## config.mk

```make
export PLATFORM = sky130hd
export DESIGN_NAME = s_record_stream_parser_flat
export DESIGN_NICKNAME = d
export VERILOG_FILES = /design/src/hw/rtl/srp_pkg.sv /design/src/hw/rtl/srp_ifs.sv /design/src/hw/rtl/s_record_stream_parser.sv /design/src/hw/rtl/srp_parser.sv /design/src/hw/rtl/srp_out_reg.sv /design/src/flat_wrapper.sv
export SDC_FILE = /design/constraint.sdc
export NUM_CORES = 1
export LEC_CHECK = 0
export ABC_AREA = 1
export BUFFER_PORTS_ARGS = -buffer_cell sky130_fd_sc_hd__buf_2
export CAP_MARGIN = 10
export CORE_AREA = 5 5 119 121
export CTS_CLUSTER_DIAMETER = 80
export DETAILED_ROUTE_END_ITERATION = 10
export DIE_AREA = 0 0 124 126
export PLACE_DENSITY_LB_ADDON = 0.25
export SETUP_SLACK_MARGIN = 0.15
export SYNTH_ARGS = -nofsm -noshare
export SYNTH_HDL_FRONTEND = slang
export SYNTH_SLANG_ARGS = --single-unit
```

## constraint.sdc

```tcl
create_clock -name clk -period 3.85 [get_ports clk]
set_input_delay 0.385 -clock clk [delete_from_list [all_inputs] [get_ports clk]]
set_output_delay 0.385 -clock clk [all_outputs]
set_load 0.03 [all_outputs]
```

## src/hw/rtl/srp_pkg.sv

```systemverilog
// ----------------------------------------------------------------------------
// srp_pkg
// Types, codes and character constants of the s-record stream parser.
// ----------------------------------------------------------------------------
package srp_pkg;

  // parser phases
  localparam logic [3:0] PH_WAIT = 4'd0;
  localparam logic [3:0] PH_TYPE = 4'd1;
  localparam logic [3:0] PH_S0   = 4'd2;
  localparam logic [3:0] PH_LEN  = 4'd3;
  localparam logic [3:0] PH_ADDR = 4'd4;
  localparam logic [3:0] PH_DATA = 4'd5;
  localparam logic [3:0] PH_CK   = 4'd6;
  localparam logic [3:0] PH_CR   = 4'd7;
  localparam logic [3:0] PH_LF   = 4'd8;

  // record types
  localparam logic [1:0] RT_S0 = 2'd0;
  localparam logic [1:0] RT_S3 = 2'd1;
  localparam logic [1:0] RT_S7 = 2'd2;

  // result kinds
  localparam logic [2:0] KIND_DATA  = 3'd0;
  localparam logic [2:0] KIND_HDR   = 3'd1;
  localparam logic [2:0] KIND_S3_OK = 3'd2;
  localparam logic [2:0] KIND_S7_OK = 3'd3;
  localparam logic [2:0] KIND_ERROR = 3'd4;

  // error codes
  localparam logic [2:0] ERR_NONE      = 3'd0;
  localparam logic [2:0] ERR_NOT_S     = 3'd1;
  localparam logic [2:0] ERR_BAD_TYPE  = 3'd2;
  localparam logic [2:0] ERR_S0_FIELD  = 3'd3;
  localparam logic [2:0] ERR_LEN_SHORT = 3'd4;
  localparam logic [2:0] ERR_LINE_END  = 3'd5;
  localparam logic [2:0] ERR_CHECKSUM  = 3'd6;

  // characters
  localparam logic [7:0] CH_S  = 8'h53;
  localparam logic [7:0] CH_E  = 8'h45;
  localparam logic [7:0] CH_0  = 8'h30;
  localparam logic [7:0] CH_3  = 8'h33;
  localparam logic [7:0] CH_7  = 8'h37;
  localparam logic [7:0] CH_CR = 8'h0D;
  localparam logic [7:0] CH_LF = 8'h0A;

  localparam logic [7:0] S3_OVERHEAD   = 8'd5;
  localparam logic [4:0] S0_BODY_CHARS = 5'd28;
  localparam logic [4:0] ADDR_CHARS    = 5'd8;
  localparam logic [7:0] SUM_GOOD      = 8'hFF;

  typedef struct packed {
    logic [2:0]  kind;
    logic [31:0] address;
    logic [7:0]  data_byte;
    logic [2:0]  error_code;
  } res_t;

  // non-hex characters decode as zero
  function automatic logic [3:0] hex_nibble(input logic [7:0] c);
    logic [7:0] d_num;
    logic [7:0] d_up;
    logic [7:0] d_lo;
    logic [3:0] n;
    d_num = c - 8'h30;
    d_up  = c - 8'h37;
    d_lo  = c - 8'h57;
    n = 4'd0;
    if (c >= 8'h30 && c <= 8'h39) begin
      n = d_num[3:0];
    end else if (c >= 8'h41 && c <= 8'h46) begin
      n = d_up[3:0];
    end else if (c >= 8'h61 && c <= 8'h66) begin
      n = d_lo[3:0];
    end
    return n;
  endfunction

endpackage

```

## src/hw/rtl/srp_ifs.sv

```systemverilog
// ----------------------------------------------------------------------------
// srp_ifs
// Handshake channels of the s-record stream parser.
// ----------------------------------------------------------------------------
interface srp_char_if;
  logic       valid;
  logic       ready;
  logic [7:0] in_char;

  modport source (output valid, output in_char, input ready);
  modport sink   (input valid, input in_char, output ready);
endinterface

interface srp_result_if;
  logic        valid;
  logic        ready;
  logic [2:0]  result_kind;
  logic [31:0] address;
  logic [7:0]  data_byte;
  logic [2:0]  error_code;

  modport source (output valid, output result_kind, output address,
                  output data_byte, output error_code, input ready);
  modport sink   (input valid, input result_kind, input address,
                  input data_byte, input error_code, output ready);
endinterface

```

## src/hw/rtl/s_record_stream_parser.sv

```systemverilog
// path: an accepted character passes the input register, then the parse logic
//   into the result register
// throughput: one character per cycle; the result register drains in the
//   same cycle it reloads, so only a stalled consumer slows the input
// reset: synchronous active-low rst_n returns to waiting for 'S', clears the
//   halt flag and empties both registers
// ----------------------------------------------------------------------------
// s_record_stream_parser
// Parses S0, S3 and S7 records one character at a time, emits each S3 data
// byte with its address and a verdict per record; halts on the first error.
// ----------------------------------------------------------------------------
module s_record_stream_parser (
  input  logic          clk,
  input  logic          rst_n,
  srp_char_if.sink      in_ch,
  srp_result_if.source  out_res
);

  logic          in_vld_r;
  logic [7:0]    in_char_r;
  logic          can_load;
  logic          adv;
  logic          res_vld;
  srp_pkg::res_t res;

  assign adv         = in_vld_r && can_load;
  assign in_ch.ready = !in_vld_r || can_load;

  always_ff @(posedge clk) begin
    if (!rst_n) begin
      in_vld_r <= 1'b0;
    end else if (in_ch.ready) begin
      in_vld_r <= in_ch.valid;
    end
  end

  always_ff @(posedge clk) begin
    if (in_ch.ready && in_ch.valid) begin
      in_char_r <= in_ch.in_char;
    end
  end

  srp_parser u_parser (
    .clk     (clk),
    .rst_n   (rst_n),
    .en      (adv),
    .ch      (in_char_r),
    .res_vld (res_vld),
    .res     (res)
  );

  srp_out_reg u_out (
    .clk      (clk),
    .rst_n    (rst_n),
    .load     (adv),
    .ld_vld   (res_vld),
    .ld_res   (res),
    .can_load (can_load),
    .out_res  (out_res)
  );

endmodule

```

## src/hw/rtl/srp_parser.sv

```systemverilog
// ----------------------------------------------------------------------------
// srp_parser
// Record state machine: consumes one character per enable and gives at most
// one result in the same cycle.
// ----------------------------------------------------------------------------
module srp_parser (
  input  logic               clk,
  input  logic               rst_n,
  input  logic               en,
  input  logic [7:0]         ch,
  output logic               res_vld,
  output srp_pkg::res_t      res
);

  logic [3:0]  phase_r,   phase_nxt;
  logic [1:0]  rtype_r,   rtype_nxt;
  logic [4:0]  fc_r,      fc_nxt;
  logic [3:0]  hn_r,      hn_nxt;
  logic [31:0] addr_r,    addr_nxt;
  logic [7:0]  sum_r,     sum_nxt;
  logic [7:0]  left_r,    left_nxt;
  logic        halted_r,  halted_nxt;

  logic [3:0]  nib;
  logic [7:0]  byte_val;
  logic [7:0]  sum_add;
  logic [7:0]  left_dec;
  logic [4:0]  fc_inc;
  logic        odd;

  assign nib      = srp_pkg::hex_nibble(ch);
  assign byte_val = {hn_r, nib};
  assign sum_add  = sum_r + byte_val;
  assign left_dec = left_r - 8'd1;
  assign fc_inc   = fc_r + 5'd1;
  assign odd      = fc_r[0];

  always_comb begin
    phase_nxt  = phase_r;
    rtype_nxt  = rtype_r;
    fc_nxt     = fc_r;
    hn_nxt     = hn_r;
    addr_nxt   = addr_r;
    sum_nxt    = sum_r;
    left_nxt   = left_r;
    halted_nxt = halted_r;
    res_vld    = 1'b0;
    res.kind       = srp_pkg::KIND_ERROR;
    res.address    = 32'd0;
    res.data_byte  = 8'd0;
    res.error_code = srp_pkg::ERR_NONE;

    if (!halted_r) begin
      case (phase_r)
        srp_pkg::PH_WAIT: begin
          if (ch != srp_pkg::CH_S) begin
            res_vld = 1'b1;
            res.error_code = srp_pkg::ERR_NOT_S;
          end else begin
            phase_nxt = srp_pkg::PH_TYPE;
            fc_nxt    = 5'd0;
            sum_nxt   = 8'd0;
            addr_nxt  = 32'd0;
            left_nxt  = 8'd0;
            hn_nxt    = 4'd0;
          end
        end
        srp_pkg::PH_TYPE: begin
          fc_nxt = 5'd0;
          if (ch == srp_pkg::CH_0) begin
            rtype_nxt = srp_pkg::RT_S0;
            phase_nxt = srp_pkg::PH_S0;
          end else if (ch == srp_pkg::CH_3) begin
            rtype_nxt = srp_pkg::RT_S3;
            phase_nxt = srp_pkg::PH_LEN;
          end else if (ch == srp_pkg::CH_7) begin
            rtype_nxt = srp_pkg::RT_S7;
            phase_nxt = srp_pkg::PH_LEN;
          end else begin
            res_vld = 1'b1;
            res.error_code = srp_pkg::ERR_BAD_TYPE;
          end
        end
        srp_pkg::PH_S0: begin
          // fixed "0E0000" prefix of the header body
          if ((fc_r == 5'd0 && ch != srp_pkg::CH_0) ||
              (fc_r == 5'd1 && ch != srp_pkg::CH_E) ||
              (fc_r >= 5'd2 && fc_r <= 5'd5 && ch != srp_pkg::CH_0)) begin
            res_vld = 1'b1;
            res.error_code = srp_pkg::ERR_S0_FIELD;
          end else begin
            if (odd) sum_nxt = sum_add;
            else     hn_nxt  = nib;
            fc_nxt = fc_inc;
            if (fc_inc >= srp_pkg::S0_BODY_CHARS) begin
              fc_nxt    = 5'd0;
              phase_nxt = srp_pkg::PH_CK;
            end
          end
        end
        srp_pkg::PH_LEN: begin
          if (!odd) begin
            hn_nxt = nib;
            fc_nxt = 5'd1;
          end else begin
            sum_nxt   = sum_add;
            fc_nxt    = 5'd0;
            phase_nxt = srp_pkg::PH_ADDR;
            left_nxt  = 8'd0;
            if (rtype_r == srp_pkg::RT_S3) begin
              if (byte_val < srp_pkg::S3_OVERHEAD) begin
                res_vld = 1'b1;
                res.error_code = srp_pkg::ERR_LEN_SHORT;
              end else begin
                left_nxt = byte_val - srp_pkg::S3_OVERHEAD;
              end
            end
          end
        end
        srp_pkg::PH_ADDR: begin
          addr_nxt = {addr_r[27:0], nib};
          if (odd) sum_nxt = sum_add;
          else     hn_nxt  = nib;
          fc_nxt = fc_inc;
          if (fc_inc >= srp_pkg::ADDR_CHARS) begin
            fc_nxt = 5'd0;
            if (rtype_r == srp_pkg::RT_S3 && left_r != 8'd0) begin
              phase_nxt = srp_pkg::PH_DATA;
            end else begin
              phase_nxt = srp_pkg::PH_CK;
            end
          end
        end
        srp_pkg::PH_DATA: begin
          if (!odd) begin
            hn_nxt = nib;
            fc_nxt = 5'd1;
          end else begin
            fc_nxt   = 5'd0;
            sum_nxt  = sum_add;
            addr_nxt = addr_r + 32'd1;
            left_nxt = left_dec;
            if (left_dec == 8'd0) phase_nxt = srp_pkg::PH_CK;
            res_vld        = 1'b1;
            res.kind       = srp_pkg::KIND_DATA;
            res.address    = addr_r;
            res.data_byte  = byte_val;
          end
        end
        srp_pkg::PH_CK: begin
          if (!odd) begin
            hn_nxt = nib;
            fc_nxt = 5'd1;
          end else begin
            fc_nxt    = 5'd0;
            sum_nxt   = sum_add;
            phase_nxt = srp_pkg::PH_CR;
          end
        end
        srp_pkg::PH_CR: begin
          if (ch != srp_pkg::CH_CR) begin
            res_vld = 1'b1;
            res.error_code = srp_pkg::ERR_LINE_END;
          end else begin
            phase_nxt = srp_pkg::PH_LF;
          end
        end
        srp_pkg::PH_LF: begin
          res_vld = 1'b1;
          if (ch != srp_pkg::CH_LF) begin
            res.error_code = srp_pkg::ERR_LINE_END;
          end else if (sum_r != srp_pkg::SUM_GOOD) begin
            res.error_code = srp_pkg::ERR_CHECKSUM;
          end else begin
            phase_nxt = srp_pkg::PH_WAIT;
            case (rtype_r)
              srp_pkg::RT_S0: res.kind = srp_pkg::KIND_HDR;
              srp_pkg::RT_S3: res.kind = srp_pkg::KIND_S3_OK;
              default: begin
                res.kind    = srp_pkg::KIND_S7_OK;
                res.address = addr_r;
              end
            endcase
          end
        end
        default: begin
          phase_nxt = srp_pkg::PH_WAIT;
        end
      endcase

      // any error halts the parser until reset
      if (res_vld && res.kind == srp_pkg::KIND_ERROR) begin
        halted_nxt = 1'b1;
        phase_nxt  = srp_pkg::PH_WAIT;
      end
    end
  end

  always_ff @(posedge clk) begin
    if (!rst_n) begin
      phase_r  <= srp_pkg::PH_WAIT;
      rtype_r  <= srp_pkg::RT_S0;
      fc_r     <= 5'd0;
      hn_r     <= 4'd0;
      addr_r   <= 32'd0;
      sum_r    <= 8'd0;
      left_r   <= 8'd0;
      halted_r <= 1'b0;
    end else if (en) begin
      phase_r  <= phase_nxt;
      rtype_r  <= rtype_nxt;
      fc_r     <= fc_nxt;
      hn_r     <= hn_nxt;
      addr_r   <= addr_nxt;
      sum_r    <= sum_nxt;
      left_r   <= left_nxt;
      halted_r <= halted_nxt;
    end
  end

endmodule

```

## src/hw/rtl/srp_out_reg.sv

```systemverilog
// ----------------------------------------------------------------------------
// srp_out_reg
// Result register: holds one result until the consumer takes it.
// ----------------------------------------------------------------------------
module srp_out_reg (
  input  logic                 clk,
  input  logic                 rst_n,
  input  logic                 load,
  input  logic                 ld_vld,
  input  srp_pkg::res_t        ld_res,
  output logic                 can_load,
  srp_result_if.source         out_res
);

  logic          vld_r, vld_nxt;
  srp_pkg::res_t res_r;

  // free when empty or being drained this cycle
  assign can_load = !vld_r || out_res.ready;

  always_comb begin
    vld_nxt = vld_r;
    if (load) begin
      vld_nxt = ld_vld;
    end else if (out_res.ready) begin
      vld_nxt = 1'b0;
    end
  end

  always_ff @(posedge clk) begin
    if (!rst_n) begin
      vld_r <= 1'b0;
    end else begin
      vld_r <= vld_nxt;
    end
  end

  always_ff @(posedge clk) begin
    if (load && ld_vld) begin
      res_r <= ld_res;
    end
  end

  assign out_res.valid       = vld_r;
  assign out_res.result_kind = res_r.kind;
  assign out_res.address     = res_r.address;
  assign out_res.data_byte   = res_r.data_byte;
  assign out_res.error_code  = res_r.error_code;

endmodule

```

## src/flat_wrapper.sv

```systemverilog
// flat-port wrapper written by rule: the top's interface ports become plain ports
module s_record_stream_parser_flat 
  (clk, rst_n, in_ch_valid, in_ch_in_char, in_ch_ready, out_res_valid, out_res_result_kind, out_res_address, out_res_data_byte, out_res_error_code, out_res_ready);
  srp_char_if in_ch_i ();
  srp_result_if out_res_i ();
  input  logic clk;
  input  logic rst_n;
  input wire logic [$bits(in_ch_i.valid)-1:0] in_ch_valid;
  input wire logic [$bits(in_ch_i.in_char)-1:0] in_ch_in_char;
  output wire logic [$bits(in_ch_i.ready)-1:0] in_ch_ready;
  output wire logic [$bits(out_res_i.valid)-1:0] out_res_valid;
  output wire logic [$bits(out_res_i.result_kind)-1:0] out_res_result_kind;
  output wire logic [$bits(out_res_i.address)-1:0] out_res_address;
  output wire logic [$bits(out_res_i.data_byte)-1:0] out_res_data_byte;
  output wire logic [$bits(out_res_i.error_code)-1:0] out_res_error_code;
  input wire logic [$bits(out_res_i.ready)-1:0] out_res_ready;
  assign in_ch_i.valid = in_ch_valid;
  assign in_ch_i.in_char = in_ch_in_char;
  assign in_ch_ready = in_ch_i.ready;
  assign out_res_valid = out_res_i.valid;
  assign out_res_result_kind = out_res_i.result_kind;
  assign out_res_address = out_res_i.address;
  assign out_res_data_byte = out_res_i.data_byte;
  assign out_res_error_code = out_res_i.error_code;
  assign out_res_i.ready = out_res_ready;
  s_record_stream_parser u_core (.clk(clk), .rst_n(rst_n), .in_ch(in_ch_i), .out_res(out_res_i));
endmodule
```

==> flow_metrics.py <==
metrics = {
    "finish": {
        "mostFrequentLayoutCell": "nand2_1",
        "fillers": 1154,
        "finalNetCount": 973,
        "fin_cells": 1128,
        "antenna_cells": 0,
        "area_growth_pct": 14.7,
        "mostFrequentLayoutCells": "nand2_1, inv_1, a21oi_1",
        "drive_above_1_share": 0.173,
    },
    "power_and_ir_drop": {
        "p_leak_nw": 3.15,
        "p_per_area_mw_per_mm2": 572,
        "ir_drop_mv": 0.274,
        "power_mw": 4.58,
    },
    "placement": {
        "finalWeightedCongestion": 0.871,
        "dp_cells": 1097,
        "portBuffers": 59,
        "place_ws_ns": 0.527,
        "dp.final_hpwl_um": 12600,
    },
    "route": {
        "wl_um": 17600,
        "drc": 0,
        "dr.pass1.iters": 6,
        "post_drt_wl_per_cell_um": 15.6,
        "m1WireLength_um": 7440,
        "wl_met3_um": 1060,
        "postRouteAntennaNets": 0,
        "topRoutingLayerUsed": "met4",
        "drtIter0Drc": 678,
        "wl_met2_um": 8740,
        "avgViaCountPerCell": 5.63,
        "dr_total_vias": 6354,
    },
    "synthesis": {
        "ys_seq_area_frac": 0.421,
        "syn_inst": 883,
        "ys_seq_elements": 120,
        "avgSynthCellArea_um2": 7.91,
        "ys_async_sr_fraction": 0,
        "ys_warn_count": 0,
        "mappedNetlistArea_mm2": 0.00698,
        "syn_nets": 916,
        "synth_edf_count": 54,
        "synth_ff_type": "dfxtp_1",
        "ys_types": 44,
    },
    "timing": {
        "rsz0062_at_grt": "false",
        "hold_violations": 0,
        "slew-limit-headroom": 0.368,
        "worst-slew-pin-transition_ns": 0.948,
        "period_share": 0.867,
        "setup_viol": 0,
        "clock_skew_ns": 0.00772,
        "slew_viol_final": 0,
        "fmax_mhz": 300,
        "fin_tns_setup_ns": 0,
        "setup_slack_ns": 0.512,
        "fin_crit_ns": 3.34,
    },
    "critical_path": {
        "rrSetupSlack_ns": 0.51,
        "critical_path_class": "register to register",
        "reg2reg_to": "u_core.u_out.out_res.data_byte[7]$_SDFFCE_PP0P_",
        "cp.arrival_ns": 3.38,
        "crit_path_start": "u_core.in_char_r[0]$_DFFE_PP_",
        "startpoint_type": "register",
        "crit_path_end_kind": "register",
        "crit_required_ns": 3.89,
        "reg2reg_depth": 15,
        "path_max_fanout": 46,
        "r2r_start": "u_core.in_char_r[0]$_DFFE_PP_",
    },
    "clocking": {
        "postCtsSetupBuffers": 0,
        "cts_tree": "yes",
        "path_clk_slew_ns": 0.05,
        "htreeDepth": 4,
        "clkSinkCount": 120,
        "cts_resized": 0,
        "worstSkewPairLatency_ns": 0.42,
        "cts_buffers": 17,
        "clock_path_buffers": 2,
        "root_buffer": "clkbuf_16",
        "cts-hold-fix-buffers": 0,
    },
    "min_path": {
        "worstHoldStart": "in_ch_in_char[4]",
        "min_to": "u_core.in_char_r[4]$_DFFE_PP_",
        "holdPathStages": 1,
        "hp-class": "primary input to register",
    },
    "run": {
        "drv_cap": 0,
    },
    "global_route": {
        "grt_pass1_wl_um": 29100,
        "grt-ovfl-total": 0,
        "grt_max_degree": 47,
        "grt_antenna_before_repair": 0,
        "gr-usage-all-layers": 0.234,
        "grt_pass1_vias": 5892,
    },
    "floorplan": {
        "core_mm2": 0.0130,
        "start_util": 0.538,
        "rows": 42,
        "dieHeight_um": 126,
        "ios": 60,
        "fp.dieW_um": 124,
        "die-area_mm2": 0.0156,
    },
    "outcome": {
        "status": "finished, final reports clean",
    },
}
[report_power, final]
group          internal, mW  leakage (nW)  total, mW  switching [mW]
sequential             1.53          1.05       1.68           0.150
combinational         0.376          1.81       1.28           0.906
clock                  1.07         0.288       1.62           0.551
[how the worst max path moves through the flow]
stage	cells past startpoint	end	slack, ns
2_1_floorplan	15	u_core.u_out.out_res.address[0]$_SDFFCE_PP0P_	0.66
3_3_place_gp	15	u_core.u_out.out_res.address[2]$_SDFFCE_PP0P_	0.66
3_5_place_dp	15	u_core.u_out.out_res.address[2]$_SDFFCE_PP0P_	0.53
4_1_cts	15	u_core.u_out.out_res.address[10]$_SDFFCE_PP0P_	0.49
5_1_grt	16	u_core.u_out.out_res.data_byte[2]$_SDFFCE_PP0P_	0.30
6_report	15	u_core.u_out.out_res.data_byte[7]$_SDFFCE_PP0P_	0.51
[metal layers]
metal | vias up | GRT usage
met1 | 2962 | 0.301
met3 | 27 | 0.0547
met4 | 0 | 0.0735
met2 | 215 | 0.389
li1 | 3150 | -
met5 | - | 0
[worst max-delay path: stages (launching register included)]
cell and delay, ns:
edfxtp_1 0.43, inv_1 0.15, ha_1 0.19, nand3_1 0.09, nand3_1 0.10, inv_1 0.06
nand2_1 0.05, o21ai_1 0.19, inv_1 0.15, ha_1 0.17, inv_1 0.04, nand4_1 0.17
nand4_1 0.18, nand2_2 0.16, nand2_1 0.09, inv_2 0.68
[per-stage QoR]
| stage | cell area (um2) | utilization | hold WS, ns |
|---|---|---|---|
| 4_1_cts | 8010 | 0.617 | 0.130 |
| 6_report | 8010 | 0.617 | 0.145 |
| 3_5_place_dp | 7420 | 0.572 | 0.486 |
| 2_1_floorplan | 6980 | - | 0.461 |
| 5_1_grt | 8010 | 0.617 | 0.134 |
| 3_3_place_gp | 7420 | 0.572 | 0.477 |
[cell type report]
| type | count | area, um2 | share of cell area |
|---|---|---|---|
| Timing Repair Buffer | 65 | 340 | 0.0425 |
| Clock inverter | 11 | 155 | 0.0194 |
| Tap cell | 176 | 220 | 0.0275 |
| Sequential cell | 120 | 2940 | 0.367 |
| Multi-Input combinational cell | 622 | 3490 | 0.435 |
| Clock buffer | 20 | 437 | 0.0545 |
| Inverter | 114 | 428 | 0.0534 |
[kinds of logic after synthesis]
family / Yosys count / synth area share
AOI/OAI and AO/OA: 181 / 0.158
xor gates and xnor gates: 14 / 0.0176
adders and majority gates: 21 / 0.0387
buffers and inverters: 141 / 0.0797
DFF: 120 / 0.421
and+or+nand+nor: 406 / 0.285
[state kept, by name (all words and copies together), names as in the netlist]
signal and flops:
u_core.u_parser.fc_r 5, u_core.u_out.out_res.valid 1, u_core.u_parser.left_r 8, u_core.u_out.out_res.address 32, u_core.u_out.out_res.data_byte 8, u_core.u_parser.addr_r 32, u_core.u_out.out_res.error_code 3, u_core.u_parser.phase_r 4
u_core.u_parser.hn_r 4, u_core.u_parser.rtype_r 2, u_core.u_out.out_res.result_kind 3, u_core.u_parser.halted_r 1, u_core.in_char_r 8, u_core.u_parser.sum_r 8, u_core.in_vld_r 1
[synth_stat cells (10+ instances only)]
library cell,n,area [um2]
nand2_1,147,552
inv_1,103,387
a21oi_1,90,450
nor2_1,73,274
nand3_1,67,335
dfxtp_1,66,1320
edfxtp_1,54,1620
nor3_1,44,220
o21ai_0,36,180
nand4_1,22,138
ha_1,20,250
o21ai_1,15,75.1
a221oi_2,13,195
clkbuf_1,13,48.8
buf_2,10,50.1
inv_2,10,37.5
nand2_2,10,62.6
No activity file was read; power rests on OpenSTA's default activity.
